File: config.mk
export PLATFORM = sky130hd
export DESIGN_NAME = lcd_rect_fill_sequencer_unit
export DESIGN_NICKNAME = d
export VERILOG_FILES = /design/src/sv/lcdrf_pkg.sv /design/src/sv/lcdrf_front.sv /design/src/sv/lcdrf_queue.sv /design/src/sv/lcdrf_back.sv /design/src/sv/lcd_rect_fill_sequencer_unit.sv
export VERILOG_INCLUDE_DIRS = /design/src /design/src/sv
export SDC_FILE = /design/constraint.sdc
export NUM_CORES = 1
export LEC_CHECK = 0
export BUFFER_PORTS_ARGS = -buffer_cell sky130_fd_sc_hd__clkbuf_2
export CORE_UTILIZATION = 62
export DETAILED_ROUTE_END_ITERATION = 8
export PLACE_DENSITY = 0.81
export SYNTH_ARGS = -nofsm -noshare
export SYNTH_HDL_FRONTEND = slang
export SYNTH_SLANG_ARGS = --single-unit
File: constraint.sdc
create_clock -name clk -period 10.3 [get_ports clk]
set_input_delay 2.575 -clock clk [delete_from_list [all_inputs] [get_ports clk]]
set_output_delay 2.575 -clock clk [all_outputs]
set_load 0.005 [all_outputs]
File: src/sv/assert_macros.svh
`ifndef ASSERT_MACROS_SVH
`define ASSERT_MACROS_SVH

// Checks that a property holds at every rising clock edge outside reset.
`define ASSERT_CLK(label, prop, msg) \
  label: assert property (@(posedge clk) disable iff (!rst_n) (prop)) else $error(msg);

// Checks that a consequent holds in the cycle after its antecedent.
`define ASSERT_NEXT(label, ante, cons, msg) \
  label: assert property (@(posedge clk) disable iff (!rst_n) (ante) |=> (cons)) \
    else $error(msg);

`endif

File: src/sv/lcdrf_pkg.sv
`timescale 1ns / 1ps

package lcdrf_pkg;

  localparam int COORD_MAX_W     = 16;
  localparam int PANEL_W         = 13;
  localparam int COLOR_W         = 16;
  localparam int BYTE_W          = 8;
  localparam int CFG_IDX_W       = 1;
  localparam int Q_DEPTH         = 2;
  localparam int LCDRF_COORD_BITS = 16;

  localparam logic [PANEL_W-1:0] PANEL_WIDTH_RST  = 13'd240;
  localparam logic [PANEL_W-1:0] PANEL_HEIGHT_RST = 13'd320;

  localparam logic [CFG_IDX_W-1:0] REG_PANEL_WIDTH  = 1'b0;
  localparam logic [CFG_IDX_W-1:0] REG_PANEL_HEIGHT = 1'b1;

  localparam logic [BYTE_W-1:0] CMD_COLUMN = 8'h2A;
  localparam logic [BYTE_W-1:0] CMD_ROW    = 8'h2B;
  localparam logic [BYTE_W-1:0] CMD_WRITE  = 8'h2C;

  typedef struct packed {
    logic                   tick;
    logic                   drop;
    logic                   empty;
    logic [COORD_MAX_W-1:0] col_start;
    logic [COORD_MAX_W-1:0] col_end;
    logic [COORD_MAX_W-1:0] row_start;
    logic [COORD_MAX_W-1:0] row_end;
    logic [PANEL_W-1:0]     width;
    logic [PANEL_W-1:0]     height;
    logic [COLOR_W-1:0]     color;
  } req_t;

  typedef enum logic [3:0] {
    ST_IDLE,
    ST_CASET,
    ST_XS_HI,
    ST_XS_LO,
    ST_XE_HI,
    ST_XE_LO,
    ST_PASET,
    ST_YS_HI,
    ST_YS_LO,
    ST_YE_HI,
    ST_YE_LO,
    ST_RAMWR,
    ST_PIX_HI,
    ST_PIX_LO
  } seq_state_t;

endpackage

File: src/sv/lcdrf_front.sv
`timescale 1ns / 1ps

module lcdrf_front (
  input  logic                             clk,
  input  logic                             rst_n,
  input  logic                             cfg_we,
  input  logic [lcdrf_pkg::CFG_IDX_W-1:0]  cfg_index,
  input  logic [lcdrf_pkg::PANEL_W-1:0]    cfg_data,
  input  logic                             in_valid,
  input  logic                             q_full,
  input  logic                             in_action,
  input  logic [lcdrf_pkg::COORD_MAX_W-1:0] in_x_origin,
  input  logic [lcdrf_pkg::COORD_MAX_W-1:0] in_y_origin,
  input  logic [lcdrf_pkg::COORD_MAX_W-1:0] in_rect_width,
  input  logic [lcdrf_pkg::COORD_MAX_W-1:0] in_rect_height,
  input  logic [lcdrf_pkg::COLOR_W-1:0]    in_fill_color,
  output logic                             push,
  output lcdrf_pkg::req_t                  req
);
  import lcdrf_pkg::*;

  logic [PANEL_W-1:0]     panel_width_r;
  logic [PANEL_W-1:0]     panel_height_r;
  logic                   off_panel;
  logic [COORD_MAX_W:0]   x_sum;
  logic [COORD_MAX_W:0]   y_sum;
  logic [PANEL_W-1:0]     w_clip;
  logic [PANEL_W-1:0]     h_clip;

  always_ff @(posedge clk) begin
    if (!rst_n) begin
      panel_width_r  <= PANEL_WIDTH_RST;
      panel_height_r <= PANEL_HEIGHT_RST;
    end else if (cfg_we) begin
      unique case (cfg_index)
        REG_PANEL_WIDTH:  panel_width_r  <= cfg_data;
        REG_PANEL_HEIGHT: panel_height_r <= cfg_data;
        default: ;
      endcase
    end
  end

  always_comb begin
    off_panel = (in_x_origin >= COORD_MAX_W'(panel_width_r)) ||
                (in_y_origin >= COORD_MAX_W'(panel_height_r));
    x_sum = (COORD_MAX_W+1)'(in_x_origin) + (COORD_MAX_W+1)'(in_rect_width);
    y_sum = (COORD_MAX_W+1)'(in_y_origin) + (COORD_MAX_W+1)'(in_rect_height);
    w_clip = (x_sum > (COORD_MAX_W+1)'(panel_width_r)) ?
             panel_width_r - in_x_origin[PANEL_W-1:0] : in_rect_width[PANEL_W-1:0];
    h_clip = (y_sum > (COORD_MAX_W+1)'(panel_height_r)) ?
             panel_height_r - in_y_origin[PANEL_W-1:0] : in_rect_height[PANEL_W-1:0];

    req.tick      = in_action;
    req.drop      = off_panel;
    req.empty     = (w_clip == '0) || (h_clip == '0);
    req.col_start = in_x_origin;
    req.row_start = in_y_origin;
    req.col_end   = in_x_origin + COORD_MAX_W'(w_clip) - COORD_MAX_W'(1);
    req.row_end   = in_y_origin + COORD_MAX_W'(h_clip) - COORD_MAX_W'(1);
    req.width     = w_clip;
    req.height    = h_clip;
    req.color     = in_fill_color;
  end

  assign push = in_valid && !q_full;

endmodule

File: src/sv/lcdrf_queue.sv
`timescale 1ns / 1ps

module lcdrf_queue (
  input  logic            clk,
  input  logic            rst_n,
  input  logic            push,
  input  lcdrf_pkg::req_t push_data,
  input  logic            pop,
  output logic            head_valid,
  output lcdrf_pkg::req_t head_data,
  output logic            full
);
  import lcdrf_pkg::*;

  localparam int PTR_W = (Q_DEPTH > 1) ? $clog2(Q_DEPTH) : 1;
  localparam int CNT_W = $clog2(Q_DEPTH + 1);

  req_t             entries_r [Q_DEPTH];
  logic [PTR_W-1:0] wr_ptr_r;
  logic [PTR_W-1:0] rd_ptr_r;
  logic [CNT_W-1:0] count_r;
  logic             do_pop;

  assign head_valid = (count_r != '0);
  assign full       = (count_r == CNT_W'(Q_DEPTH));
  assign head_data  = entries_r[rd_ptr_r];
  assign do_pop     = pop && head_valid;

  function automatic logic [PTR_W-1:0] ptr_inc(input logic [PTR_W-1:0] p);
    ptr_inc = (p == PTR_W'(Q_DEPTH - 1)) ? '0 : p + PTR_W'(1);
  endfunction

  always_ff @(posedge clk) begin
    if (!rst_n) begin
      wr_ptr_r <= '0;
      rd_ptr_r <= '0;
      count_r  <= '0;
    end else begin
      if (push) begin
        wr_ptr_r <= ptr_inc(wr_ptr_r);
      end
      if (do_pop) begin
        rd_ptr_r <= ptr_inc(rd_ptr_r);
      end
      if (push && !do_pop) begin
        count_r <= count_r + CNT_W'(1);
      end else if (do_pop && !push) begin
        count_r <= count_r - CNT_W'(1);
      end
    end
  end

  always_ff @(posedge clk) begin
    if (push) begin
      entries_r[wr_ptr_r] <= push_data;
    end
  end

endmodule

File: src/sv/lcdrf_back.sv
`timescale 1ns / 1ps

module lcdrf_back #(
  parameter int COORD_BITS = lcdrf_pkg::LCDRF_COORD_BITS
) (
  input  logic                        clk,
  input  logic                        rst_n,
  input  logic                        head_valid,
  input  lcdrf_pkg::req_t             head_data,
  output logic                        pop,
  output logic                        out_valid,
  input  logic                        out_stall,
  output logic [lcdrf_pkg::BYTE_W-1:0] out_byte,
  output logic                        out_is_data,
  output logic                        out_last
);
  import lcdrf_pkg::*;

  seq_state_t             state_r, state_nxt;
  logic [COORD_BITS-1:0]  col_start_r, col_end_r, row_start_r, row_end_r;
  logic [COLOR_W-1:0]     color_r;
  logic                   empty_r;
  logic [PANEL_W-1:0]     width_r;
  logic [PANEL_W-1:0]     cols_left_r, cols_left_nxt;
  logic [PANEL_W-1:0]     rows_left_r, rows_left_nxt;
  logic                   out_valid_r;
  logic [BYTE_W-1:0]      out_byte_r;
  logic                   out_is_data_r;
  logic                   out_last_r;

  logic                   needs_out;
  logic                   slot_free;
  logic                   load;
  logic                   emit;
  logic [BYTE_W-1:0]      res_byte;
  logic                   res_is_data;
  logic                   res_last;
  logic [COORD_MAX_W-1:0] cs16, ce16, rs16, re16;

  assign cs16 = COORD_MAX_W'(col_start_r);
  assign ce16 = COORD_MAX_W'(col_end_r);
  assign rs16 = COORD_MAX_W'(row_start_r);
  assign re16 = COORD_MAX_W'(row_end_r);

  assign needs_out = head_valid && head_data.tick && (state_r != ST_IDLE);
  assign slot_free = !out_valid_r || !out_stall;
  assign pop       = head_valid && (!needs_out || slot_free);
  assign emit      = pop && needs_out;
  assign load      = pop && !head_data.tick && !head_data.drop && (state_r == ST_IDLE);

  always_ff @(posedge clk) begin
    if (!rst_n) begin
      state_r <= ST_IDLE;
    end else begin
      state_r <= state_nxt;
    end
  end

  always_comb begin
    state_nxt     = state_r;
    cols_left_nxt = cols_left_r;
    rows_left_nxt = rows_left_r;
    res_byte      = '0;
    res_is_data   = 1'b1;
    res_last      = 1'b0;
    unique case (state_r)
      ST_IDLE: begin
        if (load) begin
          state_nxt     = ST_CASET;
          cols_left_nxt = head_data.width;
          rows_left_nxt = head_data.height;
        end
      end
      ST_CASET: begin
        res_byte    = CMD_COLUMN;
        res_is_data = 1'b0;
        if (emit) state_nxt = ST_XS_HI;
      end
      ST_XS_HI: begin
        res_byte = cs16[15:8];
        if (emit) state_nxt = ST_XS_LO;
      end
      ST_XS_LO: begin
        res_byte = cs16[7:0];
        if (emit) state_nxt = ST_XE_HI;
      end
      ST_XE_HI: begin
        res_byte = ce16[15:8];
        if (emit) state_nxt = ST_XE_LO;
      end
      ST_XE_LO: begin
        res_byte = ce16[7:0];
        if (emit) state_nxt = ST_PASET;
      end
      ST_PASET: begin
        res_byte    = CMD_ROW;
        res_is_data = 1'b0;
        if (emit) state_nxt = ST_YS_HI;
      end
      ST_YS_HI: begin
        res_byte = rs16[15:8];
        if (emit) state_nxt = ST_YS_LO;
      end
      ST_YS_LO: begin
        res_byte = rs16[7:0];
        if (emit) state_nxt = ST_YE_HI;
      end
      ST_YE_HI: begin
        res_byte = re16[15:8];
        if (emit) state_nxt = ST_YE_LO;
      end
      ST_YE_LO: begin
        res_byte = re16[7:0];
        if (emit) state_nxt = ST_RAMWR;
      end
      ST_RAMWR: begin
        res_byte    = CMD_WRITE;
        res_is_data = 1'b0;
        res_last    = empty_r;
        if (emit) state_nxt = empty_r ? ST_IDLE : ST_PIX_HI;
      end
      ST_PIX_HI: begin
        res_byte = color_r[15:8];
        if (emit) state_nxt = ST_PIX_LO;
      end
      ST_PIX_LO: begin
        res_byte = color_r[7:0];
        res_last = (cols_left_r == PANEL_W'(1)) && (rows_left_r == PANEL_W'(1));
        if (emit) begin
          if (res_last) begin
            state_nxt = ST_IDLE;
          end else begin
            state_nxt = ST_PIX_HI;
            if (cols_left_r == PANEL_W'(1)) begin
              cols_left_nxt = width_r;
              rows_left_nxt = rows_left_r - PANEL_W'(1);
            end else begin
              cols_left_nxt = cols_left_r - PANEL_W'(1);
            end
          end
        end
      end
      default: state_nxt = ST_IDLE;
    endcase
  end

  always_ff @(posedge clk) begin
    cols_left_r <= cols_left_nxt;
    rows_left_r <= rows_left_nxt;
    if (load) begin
      col_start_r <= head_data.col_start[COORD_BITS-1:0];
      col_end_r   <= head_data.col_end[COORD_BITS-1:0];
      row_start_r <= head_data.row_start[COORD_BITS-1:0];
      row_end_r   <= head_data.row_end[COORD_BITS-1:0];
      color_r     <= head_data.color;
      empty_r     <= head_data.empty;
      width_r     <= head_data.width;
    end
  end

  always_ff @(posedge clk) begin
    if (!rst_n) begin
      out_valid_r <= 1'b0;
    end else if (emit) begin
      out_valid_r <= 1'b1;
    end else if (!out_stall) begin
      out_valid_r <= 1'b0;
    end
  end

  always_ff @(posedge clk) begin
    if (emit) begin
      out_byte_r    <= res_byte;
      out_is_data_r <= res_is_data;
      out_last_r    <= res_last;
    end
  end

  assign out_valid   = out_valid_r;
  assign out_byte    = out_byte_r;
  assign out_is_data = out_is_data_r;
  assign out_last    = out_last_r;

endmodule

File: src/sv/lcd_rect_fill_sequencer_unit.sv
`timescale 1ns / 1ps
// Channel   | Handshake            | Payload
// ----------+----------------------+------------------------------------------------
// input     | in_valid / in_stall  | in_action, in_x_origin, in_y_origin,
//           |                      | in_rect_width, in_rect_height, in_fill_color
// result    | out_valid / out_stall| out_byte, out_is_data, out_last
// config    | cfg_we               | cfg_index, cfg_data
//
// One item is accepted per cycle sustained while in_stall is low; a result for an accepted
// tick passes through the two-entry queue and the output register.
// A request or an idle tick is popped as soon as it heads the queue and yields no transfer.
// While out_stall holds a pending byte, ticks for a busy sequencer queue up; in_stall rises after two items.
// Reset is synchronous: the queue empties, the sequencer goes idle and the panel size
// returns to 240 by 320.

module lcd_rect_fill_sequencer_unit #(
  parameter int COORD_BITS = lcdrf_pkg::LCDRF_COORD_BITS
) (
  input  logic                              clk,
  input  logic                              rst_n,
  input  logic                              cfg_we,
  input  logic [lcdrf_pkg::CFG_IDX_W-1:0]   cfg_index,
  input  logic [lcdrf_pkg::PANEL_W-1:0]     cfg_data,
  input  logic                              in_valid,
  output logic                              in_stall,
  input  logic                              in_action,
  input  logic [lcdrf_pkg::COORD_MAX_W-1:0] in_x_origin,
  input  logic [lcdrf_pkg::COORD_MAX_W-1:0] in_y_origin,
  input  logic [lcdrf_pkg::COORD_MAX_W-1:0] in_rect_width,
  input  logic [lcdrf_pkg::COORD_MAX_W-1:0] in_rect_height,
  input  logic [lcdrf_pkg::COLOR_W-1:0]     in_fill_color,
  output logic                              out_valid,
  input  logic                              out_stall,
  output logic [lcdrf_pkg::BYTE_W-1:0]      out_byte,
  output logic                              out_is_data,
  output logic                              out_last
);
  import lcdrf_pkg::*;

  logic push;
  req_t push_req;
  logic q_full;
  logic head_valid;
  req_t head_req;
  logic pop;

  lcdrf_front u_front (
    .clk            (clk),
    .rst_n          (rst_n),
    .cfg_we         (cfg_we),
    .cfg_index      (cfg_index),
    .cfg_data       (cfg_data),
    .in_valid       (in_valid),
    .q_full         (q_full),
    .in_action      (in_action),
    .in_x_origin    (in_x_origin),
    .in_y_origin    (in_y_origin),
    .in_rect_width  (in_rect_width),
    .in_rect_height (in_rect_height),
    .in_fill_color  (in_fill_color),
    .push           (push),
    .req            (push_req)
  );

  lcdrf_queue u_queue (
    .clk        (clk),
    .rst_n      (rst_n),
    .push       (push),
    .push_data  (push_req),
    .pop        (pop),
    .head_valid (head_valid),
    .head_data  (head_req),
    .full       (q_full)
  );

  lcdrf_back #(
    .COORD_BITS (COORD_BITS)
  ) u_back (
    .clk         (clk),
    .rst_n       (rst_n),
    .head_valid  (head_valid),
    .head_data   (head_req),
    .pop         (pop),
    .out_valid   (out_valid),
    .out_stall   (out_stall),
    .out_byte    (out_byte),
    .out_is_data (out_is_data),
    .out_last    (out_last)
  );

  assign in_stall = q_full;

`include "assert_macros.svh"

  `ASSERT_CLK(a_cmd_codes, (out_valid && !out_is_data) |-> (out_byte == CMD_COLUMN || out_byte == CMD_ROW || out_byte == CMD_WRITE), "command byte with unknown code")
  `ASSERT_CLK(a_last_cmd, (out_valid && out_last && !out_is_data) |-> (out_byte == CMD_WRITE), "final command byte is not the memory write")
  `ASSERT_NEXT(a_push_lands, (in_valid && !in_stall), head_valid, "accepted item missing from queue")

endmodule
==> run summary, run 1 <==
ratio of routed vias to standard cells = 6.009
Setup CP Type = in -> reg
Critical Path Start = in_y_origin[1]
area growth from synthesis to layout = 10.74%
R2R setup slack = 4.79 ns
CP Capture Type = register
setup violators final = 0
maximum buffer depth of the clock tree = 3
Post-CTS Setup Inserts = 0
Initial Utilization = 0.6286
critical path required time = 10.58 ns
TritonRoute pass-1 iters = 7
WP buf/inv = 2
CP peak stage delay = 0.43 ns
grt ovf = 0
Setup TNS Final = 0 ns
worst clock skew = 0.01299 ns
Tightest Pin Transition = 1.035 ns
fraction of layout cells with a size suffix above 1 = 0.1668
Reg power frac = 0.458
DRC viols = 0
Vias = 14217
Multi-input gate area = 8982 um2
Power, Total = 0.004666 W
Avg Inst Size Synth = 11.86 um2
Util after Layout = 0.6961
DR iter-0 viols = 1240
Sw Pwr = 0.001333 W
total clock sinks = 384
post-route design area = 23280 um2
asr flop ratio synth = 0
Warnings, synthesis = 0
CP Capture Point = u_queue.entries_r[1][57]$_DFFE_PP_
CTS tree = done
worst vdd ir = 0.0001205 V
Lkg Pwr = 9.056 nW
Slew Limit Fails = 0
Die Height = 186.2 um
number of diodes = 0
Crit path max-delay family = compound AO/OA/AOI/OAI gates
type of the worst min-delay path = reg -> reg
post-cts hold buffer count = 0
R2R cell count = 20
Reg area = 11170 um2
fmax = 112.7 MHz
GRT Resource Usage Total = 0.2874
CORE AREA = 33450 um2
Worst EP arrival = 9.15 ns
drt wl/cell = 20.74 um
count of different cell masters after synthesis = 92
commonest non-fill, non-tap cell in the layout = edfxtp_1
# Max-Cap Violations = 0
Net Sw Frac = 0.2858
die footprint = 34650 um2
Post-DP HPWL = 35710 um
IO Pins = 112
DP Area = 22040 um2
PwrDens = 200.4 nW/um2
PortBufs = 111
crit path time final = 8.872 ns
post-synthesis sequential area ratio = 0.5313
Filler Cell Count = 2352
clk_lat worst skew = 0.53 ns
H-Tree Depth = 2
DIE WIDTH = 186.2 um
site row count = 67
CP Max Fanout = 17
vias in the first global route = 13628
R2R Path End = u_queue.entries_r[0][88]$_DFFE_PP_
CP Launch Type = input port
Post-Synthesis Cells = 1773
Slew HR = 0.3087
post-synthesis register bit count = 384
origin of the critical flop-to-flop path = u_front.panel_width_r[1]$_SDFFE_PN0P_
Detail Route Antenna Nets = 0
Main synth FF type = edfxtp_1
Most common cell on crit path = a21oi_1
Post-Syn Nets = 2048
first-pass GRT wire length = 75190 um
Logic pwr share = 0.248
Post-CTS Resized = 0
outcome = complete, no violations
Hold Vio Cnt, Final = 0
final net count = 2164
internal power = 0.003333 W
RSZ-0062 raised after global routing = no
most frequent cells in the layout = 348 x edfxtp_1, 174 x inv_1, 169 x ha_1, 124 x nand2_1, 112 x clkbuf_2
TritonCTS buffer count = 39
clock slew at the register clock pins of the worst setup and hold paths = 0.06 ns
WP depth = 29
Final Cycle Share = 0.8614
CP max-delay cell = or4bb_1
clock network power share = 0.294
final WL = 49060 um
largest net degree at the start of global routing = 62
number of synthesized flops with an enable pin = 348
initial antenna violation count = 0
mapped cell area = 21030 um2
Root Buffer = clkbuf_16
Placer Congestion = 0.9426
## routing by layer
metal / global-route usage / vias up / share of wire / wire length [um]
met5: 0 / - / 0 / 0
met2: 0.4493 / 563 / 0.45 / 22110
li1: - / 6764 / - / -
met1: 0.4214 / 6819 / 0.46 / 22420
met3: 0.03466 / 71 / 0.065 / 3196
met4: 0.08820 / 0 / 0.027 / 1336
## Yosys cell counts, types with 4 or more instances
library cell  instances  area, um2
a221oi_1              6      52.55
or2_2                 6      37.54
fa_1                  6      120.1
and3_1                7      43.79
a22o_1                4      35.03
nor3b_1               4      30.03
clkbuf_1             36      135.1
nor3_1               36      180.2
nor2b_1              17      106.4
o211ai_1             11      82.58
nand2b_1             14      87.58
xor2_1               29      254.0
mux2_2              104       1171
nor2_1               73      274.0
ha_1                169       2115
a21o_1               22      165.2
a21oi_1              99      495.5
xnor2_1              55      481.7
o31a_1                5      43.79
nand2_1             124      465.5
o21a_1               17      127.6
o31ai_1               6      45.04
o21ai_0              78      390.4
buf_1                 7      26.28
o21ai_1               4      20.02
nand3_1              27      135.1
and2_1               11      68.82
dfxtp_1              36      720.7
nor4_1               14      87.58
o21bai_1             13      97.59
a31oi_1              11      68.82
edfxtp_1            348      10450
mux2i_1              39      390.4
inv_1               175      656.9
a22oi_1               8      60.06
nand4_1              11      68.82
or4_1                11      82.58
a21boi_0             26      195.2
a211oi_1             14      105.1
or3_1                13      81.33
## cell families (layout without fill, tap and decap cells)
| group | Yosys count | in the layout | synth area share |
|---|---|---|---|
| buf+inv | 227 | 372 | 0.04255 |
| simple gates | 386 | 386 | 0.09093 |
| mux | 145 | 145 | 0.07564 |
| flops | 384 | 384 | 0.5313 |
| fa+ha+maj | 175 | 175 | 0.1063 |
| xor+xnor | 84 | 84 | 0.03499 |
| compound gates | 372 | 372 | 0.1183 |
## metrics by stage
step	setup slack (ns)	hold WS, ns	std cells
after floorplan	1.929	0.4435	1773
after global placement	1.201	0.4607	2296
after detailed placement	1.032	0.4661	2296
after CTS	1.526	0.4741	2366
after global routing	0.9244	0.4998	2366
final	1.428	0.4717	2366
## worst min-delay path by stage
stage                                              endpoint  cells past startpoint                                    start  slack, ns
finish              u_front.panel_height_r[12]$_SDFFE_PN0P_                      2  u_front.panel_height_r[12]$_SDFFE_PN0P_       0.47
global route        u_front.panel_height_r[12]$_SDFFE_PN0P_                      2  u_front.panel_height_r[12]$_SDFFE_PN0P_       0.50
CTS                 u_front.panel_height_r[12]$_SDFFE_PN0P_                      2  u_front.panel_height_r[12]$_SDFFE_PN0P_       0.47
detailed placement  u_front.panel_height_r[12]$_SDFFE_PN0P_                      2  u_front.panel_height_r[12]$_SDFFE_PN0P_       0.47
global placement     u_front.panel_width_r[12]$_SDFFE_PN0P_                      2   u_front.panel_width_r[12]$_SDFFE_PN0P_       0.46
floorplan           u_front.panel_height_r[12]$_SDFFE_PN0P_                      2  u_front.panel_height_r[12]$_SDFFE_PN0P_       0.44
## layout make-up
| cell class | count | area share |
|---|---|---|
| clock buffer | 51 | 0.04616 |
| clock inverter | 19 | 0.007093 |
| inverter | 177 | 0.02859 |
| multi-input combinational | 1162 | 0.3858 |
| sequential | 384 | 0.4799 |
| tap | 448 | 0.02407 |
| timing repair buffer | 125 | 0.02837 |
## power groups by stage
stage | Clock, W | Combinational, W | Sequential [W]
2_1_floorplan | 0 | 0.000864 | 0.00213
3_3_place_gp | 0 | 0.00109 | 0.00215
3_5_place_dp | 0 | 0.00113 | 0.00217
4_1_cts | 0.00139 | 0.00115 | 0.00214
5_1_grt | 0.00145 | 0.00127 | 0.00215
6_report | 0.00137 | 0.00116 | 0.00214
## state kept, by name (all words and copies together) (netlist names), named ones only
| name | count |
|---|---|
| u_back.row_start_r | 16 |
| u_back.rows_left_r | 13 |
| u_back.out_is_data | 1 |
| u_back.cols_left_r | 13 |
| u_back.width_r | 13 |
| u_queue.entries_r | 218 |
| u_back.out_valid | 1 |
| u_queue.rd_ptr_r | 1 |
| u_back.state_r | 4 |
| u_back.out_byte | 8 |
| u_back.col_start_r | 16 |
| u_front.panel_width_r | 13 |
| u_queue.count_r | 2 |
| u_back.ce16 | 16 |
| u_back.empty_r | 1 |
| u_back.color_r | 16 |
| u_queue.wr_ptr_r | 1 |
| u_back.out_last | 1 |
| u_front.panel_height_r | 13 |
| u_back.re16 | 16 |
## worst reg2reg max path: stages (launching register included)
cell and delay, ns:
dfxtp_1 0.51, inv_1 0.17, ha_1 0.30, nand4_1 0.15, or4_1 0.46, a21oi_1 0.15, a21oi_1 0.07, a2111oi_2 0.22
o21a_1 0.65, mux2i_1 0.36, ha_1 0.27, inv_1 0.11, ha_1 0.25, a21o_1 0.16, a21oi_1 0.22, o21bai_1 0.12
a31o_2 0.29, a311o_1 0.33, a31oi_1 0.18, o21ai_0 0.11, xor2_1 0.17
(Power assumes the default switching activity.)
==> inputs of run 2 (changes only) <==
--- a/config.mk
+++ b/config.mk
@@ -12,4 +12,5 @@
 export PLACE_DENSITY = 0.81
 export SYNTH_ARGS = -nofsm -noshare
 export SYNTH_HDL_FRONTEND = slang
+export SYNTH_HIERARCHICAL = 1
 export SYNTH_SLANG_ARGS = --single-unit
==> run 2 against run 1 <==
Effect of this change:
- the run now ends with DRC left
- largest cell class unchanged
- maximum frequency decreased by 2.6%
- wire length grew 3.0%
- register-to-register slack improved by 0.11 ns
- area after synthesis increased by 3.3%
- first-iteration DRC count rose by 8.1%
- critical path type unchanged
==> run summary, run 2 <==
critical path required time = 10.56 ns (was 10.58 ns)
drt wl/cell = 21.31 um (was 20.74 um)
Vias = 14499 (was 14217)
site row count = 68 (was 67)
TritonCTS buffer count = 39 (unchanged)
Root Buffer = clkbuf_16 (unchanged)
vias in the first global route = 13803 (was 13628)
grt ovf = 0 (unchanged)
Filler Cell Count = 2521 (was 2352)
Placed Cells = 2301 (was 2296)
Post-CTS Resized = 0 (unchanged)
outcome = finished with violations (was complete, no violations)
total clock sinks = 384 (unchanged)
die footprint = 35780 um2 (was 34650 um2)
CORE AREA = 34540 um2 (was 33450 um2)
DR iter-0 viols = 1340 (was 1240)
Lkg Pwr = 9.266 nW (was 9.056 nW)
Top reg by flops = u_queue/entries_r (was u_queue.entries_r)
GRT Resource Usage Total = 0.2781 (was 0.2874)
CP Capture Point = u_queue/entries_r[1][89]$_DFFE_PP_ (was u_queue.entries_r[1][57]$_DFFE_PP_)
fin cells = 2372 (was 2366)
fraction of layout cells with a size suffix above 1 = 0.1810 (was 0.1668)
Avg Inst Size Synth = 11.89 um2 (was 11.86 um2)
DRC viols = 1 (was 0)
Post-CTS Setup Inserts = 0 (unchanged)
asr flop ratio synth = 0 (unchanged)
area growth from synthesis to layout = 8.540% (was 10.74%)
CP Max Fanout = 13 (was 17)
CP peak stage delay = 0.51 ns (was 0.43 ns)
number of diodes = 0 (unchanged)
largest net degree at the start of global routing = 66 (was 62)
failing checks = DRC
CP Capture Type = register (unchanged)
final net count = 2162 (was 2164)
post-synthesis register bit count = 384 (unchanged)
Util after Layout = 0.6823 (was 0.6961)
Warnings, synthesis = 6 (was 0)
dpl ws = 0.7560 ns (was 1.032 ns)
PortBufs = 111 (unchanged)
H-Tree Depth = 2 (unchanged)
IO Pins = 112 (unchanged)
type of the worst min-delay path = reg -> reg (unchanged)
commonest non-fill, non-tap cell in the layout = edfxtp_1 (unchanged)
final WL = 50540 um (was 49060 um)
post-synth top area share = 0.4812 (was 0.4970)
worst vdd ir = 0.0001792 V (was 0.0001205 V)
Detail Route Antenna Nets = 0 (unchanged)
Die Height = 189.1 um (was 186.2 um)
Setup TNS Final = 0 ns (unchanged)
Final Cycle Share = 0.8845 (was 0.8614)
R2R setup slack = 4.90 ns (was 4.79 ns)
Hold Vio Cnt, Final = 0 (unchanged)
most frequent cells in the layout = 348 x edfxtp_1, 169 x ha_1, 165 x inv_1, 126 x nand2_1, 111 x clkbuf_2 (was 348 x edfxtp_1, 174 x inv_1, 169 x ha_1, 124 x nand2_1, 112 x clkbuf_2)
CP max-delay cell = o41ai_1 (was or4bb_1)
Post-Syn Nets = 2102 (was 2048)
cell taking the most area after synthesis = edfxtp_1 (unchanged)
most frequent cell after synthesis = edfxtp_1 (unchanged)
maximum buffer depth of the clock tree = 3 (unchanged)
worst clock skew = 0.02408 ns (was 0.01299 ns)
Placer Congestion = 0.9344 (was 0.9426)
post-synthesis sequential area ratio = 0.5144 (was 0.5313)
DIE WIDTH = 189.1 um (was 186.2 um)
R2R cell count = 21 (was 20)
Main synth FF type = edfxtp_1 (unchanged)
post-route setup slack = 1.189 ns (was 1.428 ns)
CTS tree = done (unchanged)
top post-synthesis cells by area = edfxtp_1 48%, ha_1 9.7%, mux2_2 5.7% (was edfxtp_1 50%, ha_1 10%, mux2_2 5.6%)
initial antenna violation count = 1 (was 0)
RSZ-0062 raised after global routing = no (unchanged)
origin of the critical flop-to-flop path = u_front/panel_width_r[10]$_SDFFE_PN0P_ (was u_front.panel_width_r[1]$_SDFFE_PN0P_)
clk_lat worst skew = 0.54 ns (was 0.53 ns)
CP Launch Type = input port (unchanged)
TritonRoute pass-1 iters = 9 (was 7)
Setup CP Type = in -> reg (unchanged)
Slew HR = 0.3055 (was 0.3087)
Worst EP arrival = 9.37 ns (was 9.15 ns)
Initial Utilization = 0.6286 (about the same)
ratio of routed vias to standard cells = 6.113 (was 6.009)
# Max-Cap Violations = 0 (unchanged)
PwrDens = 205.0 nW/um2 (was 200.4 nW/um2)
count of different cell masters after synthesis = 89 (was 92)
R2R Path End = u_queue/entries_r[1][89]$_DFFE_PP_ (was u_queue.entries_r[0][88]$_DFFE_PP_)
clock slew at the register clock pins of the worst setup and hold paths = 0.06 ns (about the same)
Post-DP HPWL = 36970 um (was 35710 um)
max reg flops = 218 (unchanged)
Post-Synthesis Cells = 1827 (was 1773)
number of synthesized flops with an enable pin = 348 (unchanged)
setup violators final = 0 (unchanged)
Tightest Pin Transition = 1.040 ns (was 1.035 ns)
post-cts hold buffer count = 0 (unchanged)
Critical Path Start = in_x_origin[0] (was in_y_origin[1])
first-pass GRT wire length = 75740 um (was 75190 um)
mapped cell area = 21710 um2 (was 21030 um2)
fmax = 109.8 MHz (was 112.7 MHz)
crit path time final = 9.111 ns (was 8.872 ns)
Slew Limit Fails = 0 (unchanged)
Synth top cells by count = 348 x edfxtp_1, 169 x ha_1, 166 x inv_1 (was 348 x edfxtp_1, 175 x inv_1, 169 x ha_1)
run 2: final cells by class:
class,instances,area (um2),share of cell area
Tap cell,455,569.3,0.02415
Inverter,170,639.4,0.02713
Clock buffer,49,1090,0.04624
Multi-Input combinational cell,1166,9248,0.3924
Clock inverter,22,180.2,0.007645
Timing Repair Buffer,126,668.1,0.02835
Sequential cell,384,11170,0.4741
run 2: worst min path at each step:
| stage | from | endpoint | slack (ns) | cells past startpoint |
|---|---|---|---|---|
| after floorplan | u_front/panel_height_r[12]$_SDFFE_PN0P_ | u_front/panel_height_r[12]$_SDFFE_PN0P_ | 0.44 | 2 |
| after global placement | u_front/panel_height_r[12]$_SDFFE_PN0P_ | u_front/panel_height_r[12]$_SDFFE_PN0P_ | 0.46 | 2 |
| after detailed placement | u_front/panel_height_r[12]$_SDFFE_PN0P_ | u_front/panel_height_r[12]$_SDFFE_PN0P_ | 0.46 | 2 |
| after CTS | u_front/panel_height_r[12]$_SDFFE_PN0P_ | u_front/panel_height_r[12]$_SDFFE_PN0P_ | 0.47 | 2 |
| after global routing | u_front/panel_width_r[12]$_SDFFE_PN0P_ | u_front/panel_width_r[12]$_SDFFE_PN0P_ | 0.50 | 2 |
| final | u_front/panel_height_r[12]$_SDFFE_PN0P_ | u_front/panel_height_r[12]$_SDFFE_PN0P_ | 0.47 | 2 |
run 2: kinds of logic (layout without fill, tap and decap cells):
kind of cell / Yosys count / count (layout) / synth area share
adders and majority gates: 175 / 175 / 0.1029
buffers and inverters: 277 / 367 / 0.06039
xor gates and xnor gates: 81 / 81 / 0.03267
AOI/OAI and AO/OA: 365 / 365 / 0.1157
and+or+nand+nor: 391 / 391 / 0.09306
muxes: 154 / 154 / 0.08084
DFF: 384 / 384 / 0.5144
run 2: power by group:
group	internal, W	switching, W
clock network	0.000806	0.000581
logic	0.000565	0.000730
registers	0.00204	0.000105
run 2: per-stage QoR:
step / total power [W] / cell area [um2] / hold WS [ns]
6_report: 0.004831 / 23570 / 0.4672
5_1_grt: 0.005033 / 23570 / 0.5016
4_1_cts: 0.004836 / 23570 / 0.4704
3_5_place_dp: 0.003446 / 22300 / 0.4623
3_3_place_gp: 0.003392 / 22300 / 0.4609
2_1_floorplan: 0.003129 / 21710 / 0.4434
run 2: critical path: cells and delay by family:
kind	cells	cell delay (ns)
mux	1	0.16
compound gates	13	3.01
buf+inv	4	0.58
xor+xnor	1	0.13
fa+ha+maj	5	1.54
simple gates	6	1.36
run 2: per-layer routing:
layer,share of wire,track usage,routed length (um)
met5,0,0,0
met4,0.031,0.09212,1561
met3,0.058,0.03652,2920
met2,0.48,0.4671,24160
met1,0.43,0.3744,21900
==> inputs of run 3 (changes only) <==
--- a/config.mk
+++ b/config.mk
@@ -9,7 +9,7 @@
 export BUFFER_PORTS_ARGS = -buffer_cell sky130_fd_sc_hd__clkbuf_2
 export CORE_UTILIZATION = 62
 export DETAILED_ROUTE_END_ITERATION = 8
-export PLACE_DENSITY = 0.81
+export PLACE_DENSITY_LB_ADDON = 0.1
 export SYNTH_ARGS = -nofsm -noshare
 export SYNTH_HDL_FRONTEND = slang
 export SYNTH_HIERARCHICAL = 1
==> run 3 against run 2 <==
Effect of this change:
- the run now ends clean
- global-route usage grew 0.17 points
- combinational power is essentially flat
- clock skew shrank 0.0059 ns
- wire length shrank 2.4%
- maximum frequency grew 0.29%
- utilization shrank 0.051 points
- clock power is essentially flat
- final cell count is essentially flat
- first-iteration DRC count is the same
- critical path depth is the same
- worst setup slack gained 0.026 ns
- critical endpoint unchanged
- largest power group unchanged
==> run summary, run 3 (synthesis results as in run 2) <==
TritonCTS buffer count = 40 (was 39)
critical path required time = 10.57 ns (was 10.56 ns)
Placer Congestion = 0.9469 (was 0.9344)
crit path time final = 9.084 ns (was 9.111 ns)
dpl ws = 0.7979 ns (was 0.7560 ns)
Post-DP HPWL = 36240 um (was 36970 um)
Slew HR = 0.3055 (about the same)
fraction of layout cells with a size suffix above 1 = 0.1794 (was 0.1810)
CP Max Fanout = 13 (unchanged)
Setup CP Type = in -> reg (unchanged)
vias in the first global route = 13896 (was 13803)
PwrDens = 204.3 nW/um2 (was 205.0 nW/um2)
Cells on Worst Hold Path = 2 (unchanged)
first-pass GRT wire length = 76360 um (was 75740 um)
outcome = complete, no violations (was finished with violations)
Lkg Pwr = 9.254 nW (was 9.266 nW)
WP depth = 30 (unchanged)
TritonRoute pass-1 iters = 5 (was 9)
PortBufs = 111 (unchanged)
DP Area = 22300 um2 (unchanged)
post-route setup slack = 1.216 ns (was 1.189 ns)
worst clock skew = 0.01822 ns (was 0.02408 ns)
most frequent cells in the layout = 348 x edfxtp_1, 169 x ha_1, 165 x inv_1, 126 x nand2_1, 111 x clkbuf_2 (unchanged)
Die Height = 189.1 um (unchanged)
Crit path max-delay family = compound AO/OA/AOI/OAI gates (unchanged)
maximum buffer depth of the clock tree = 3 (unchanged)
GRT Resource Usage Total = 0.2799 (was 0.2781)
DRC viols = 0 (was 1)
Post-CTS Setup Inserts = 0 (unchanged)
commonest non-fill, non-tap cell in the layout = edfxtp_1 (unchanged)
drt wl/cell = 20.78 um (was 21.31 um)
RSZ-0062 raised after global routing = no (unchanged)
Post-CTS Resized = 0 (unchanged)
Root Buffer = clkbuf_16 (unchanged)
clock slew at the register clock pins of the worst setup and hold paths = 0.07 ns (was 0.06 ns)
site row count = 68 (unchanged)
CP peak stage delay = 0.51 ns (about the same)
Setup TNS Final = 0 ns (unchanged)
CORE AREA = 34540 um2 (unchanged)
Top reg by flops = u_queue/entries_r (unchanged)
clk_lat worst skew = 0.54 ns (about the same)
setup violators final = 0 (unchanged)
DIE WIDTH = 189.1 um (unchanged)
final WL = 49300 um (was 50540 um)
CP Capture Type = register (unchanged)
CTS tree = done (unchanged)
total clock sinks = 384 (unchanged)
Final Cycle Share = 0.8820 (was 0.8845)
# Max-Cap Violations = 0 (unchanged)
grt ovf = 0 (unchanged)
CP max-delay cell = a2111oi_0 (was o41ai_1)
max reg flops = 218 (unchanged)
post-cts hold buffer count = 0 (unchanged)
Slew Limit Fails = 0 (unchanged)
largest net degree at the start of global routing = 71 (was 66)
post-route design area = 23550 um2 (was 23570 um2)
type of the worst min-delay path = reg -> reg (unchanged)
DR iter-0 viols = 1340 (unchanged)
Tightest Pin Transition = 1.040 ns (about the same)
CP Launch Type = input port (unchanged)
number of diodes = 0 (unchanged)
ratio of routed vias to standard cells = 6.019 (was 6.113)
area growth from synthesis to layout = 8.458% (was 8.540%)
Initial Utilization = 0.6286 (unchanged)
die footprint = 35780 um2 (unchanged)
R2R cell count = 21 (unchanged)
Hold Vio Cnt, Final = 0 (unchanged)
initial antenna violation count = 0 (was 1)
final net count = 2163 (was 2162)
fmax = 110.1 MHz (was 109.8 MHz)
H-Tree Depth = 2 (unchanged)
worst vdd ir = 0.0001581 V (was 0.0001792 V)
Worst EP arrival = 9.36 ns (was 9.37 ns)
Detail Route Antenna Nets = 0 (unchanged)
IO Pins = 112 (unchanged)
Vias = 14282 (was 14499)
WP buf/inv = 4 (unchanged)
==> run 3: changes by cell type in the layout (fill, tap and decap cells not counted) <==
cell       previous run  this run
clkinv_4              0         1
clkbuf_8              3         0
inv_4                 2         0
bufinv_16             2         3
clkinv_2             11        14
clkinv_8              1         0
inv_6                 3         2
clkbuf_1              4         8
clkbuf_4              1         0
==> run 3: report_power, final <==
part / switching (W) / internal (W) / leakage (nW)
Combinational: 0.000730 / 0.000565 / 5.12
Sequential: 0.0000919 / 0.00204 / 3.51
Clock: 0.000576 / 0.000806 / 0.627
==> run 3: per-stage QoR <==
stage / util / total power (W) / hold slack [ns] / instances
2_1_floorplan: - / 0.003129 / 0.4434 / 1827
3_3_place_gp: 0.6455 / 0.003402 / 0.4630 / 2301
3_5_place_dp: 0.6455 / 0.003442 / 0.4632 / 2301
4_1_cts: 0.6818 / 0.004832 / 0.4725 / 2373
5_1_grt: 0.6818 / 0.005043 / 0.5006 / 2373
6_report: 0.6818 / 0.004812 / 0.4685 / 2373
==> run 3: final timing paths <==
| kind | slack [ns] | endpoint | start |
|---|---|---|---|
| max reg2reg | 4.87 | u_queue/entries_r[1][89]$_DFFE_PP_ | u_front/panel_width_r[10]$_SDFFE_PN0P_ |
| min reg2reg | 0.47 | u_front/panel_height_r[12]$_SDFFE_PN0P_ | u_front/panel_height_r[12]$_SDFFE_PN0P_ |
| max | 1.22 | u_queue/entries_r[1][89]$_DFFE_PP_ | in_x_origin[0] |
| min | 0.47 | u_front/panel_height_r[12]$_SDFFE_PN0P_ | u_front/panel_height_r[12]$_SDFFE_PN0P_ |
==> run 3: layout make-up <==
class                      instances  area [um2]
inverter                         170       639.4
multi-input combinational       1166        9248
clock buffer                      49        1056
timing repair buffer             126       668.1
sequential                       384       11170
tap                              455       569.3
fill                            2627       10990
clock inverter                    23       196.4
==> run 3: metal layers <==
metal  part of all wire  track usage
met1               0.45       0.3968
met2               0.45       0.4365
met3              0.062      0.03781
met4              0.040       0.1138
met5                  0            0
==> run 3: worst min-delay path: cells and delay by family (launching register included) <==
kind	cells	cell delay, ns
flops	1	0.31
simple gates	1	0.05
compound gates	1	0.06
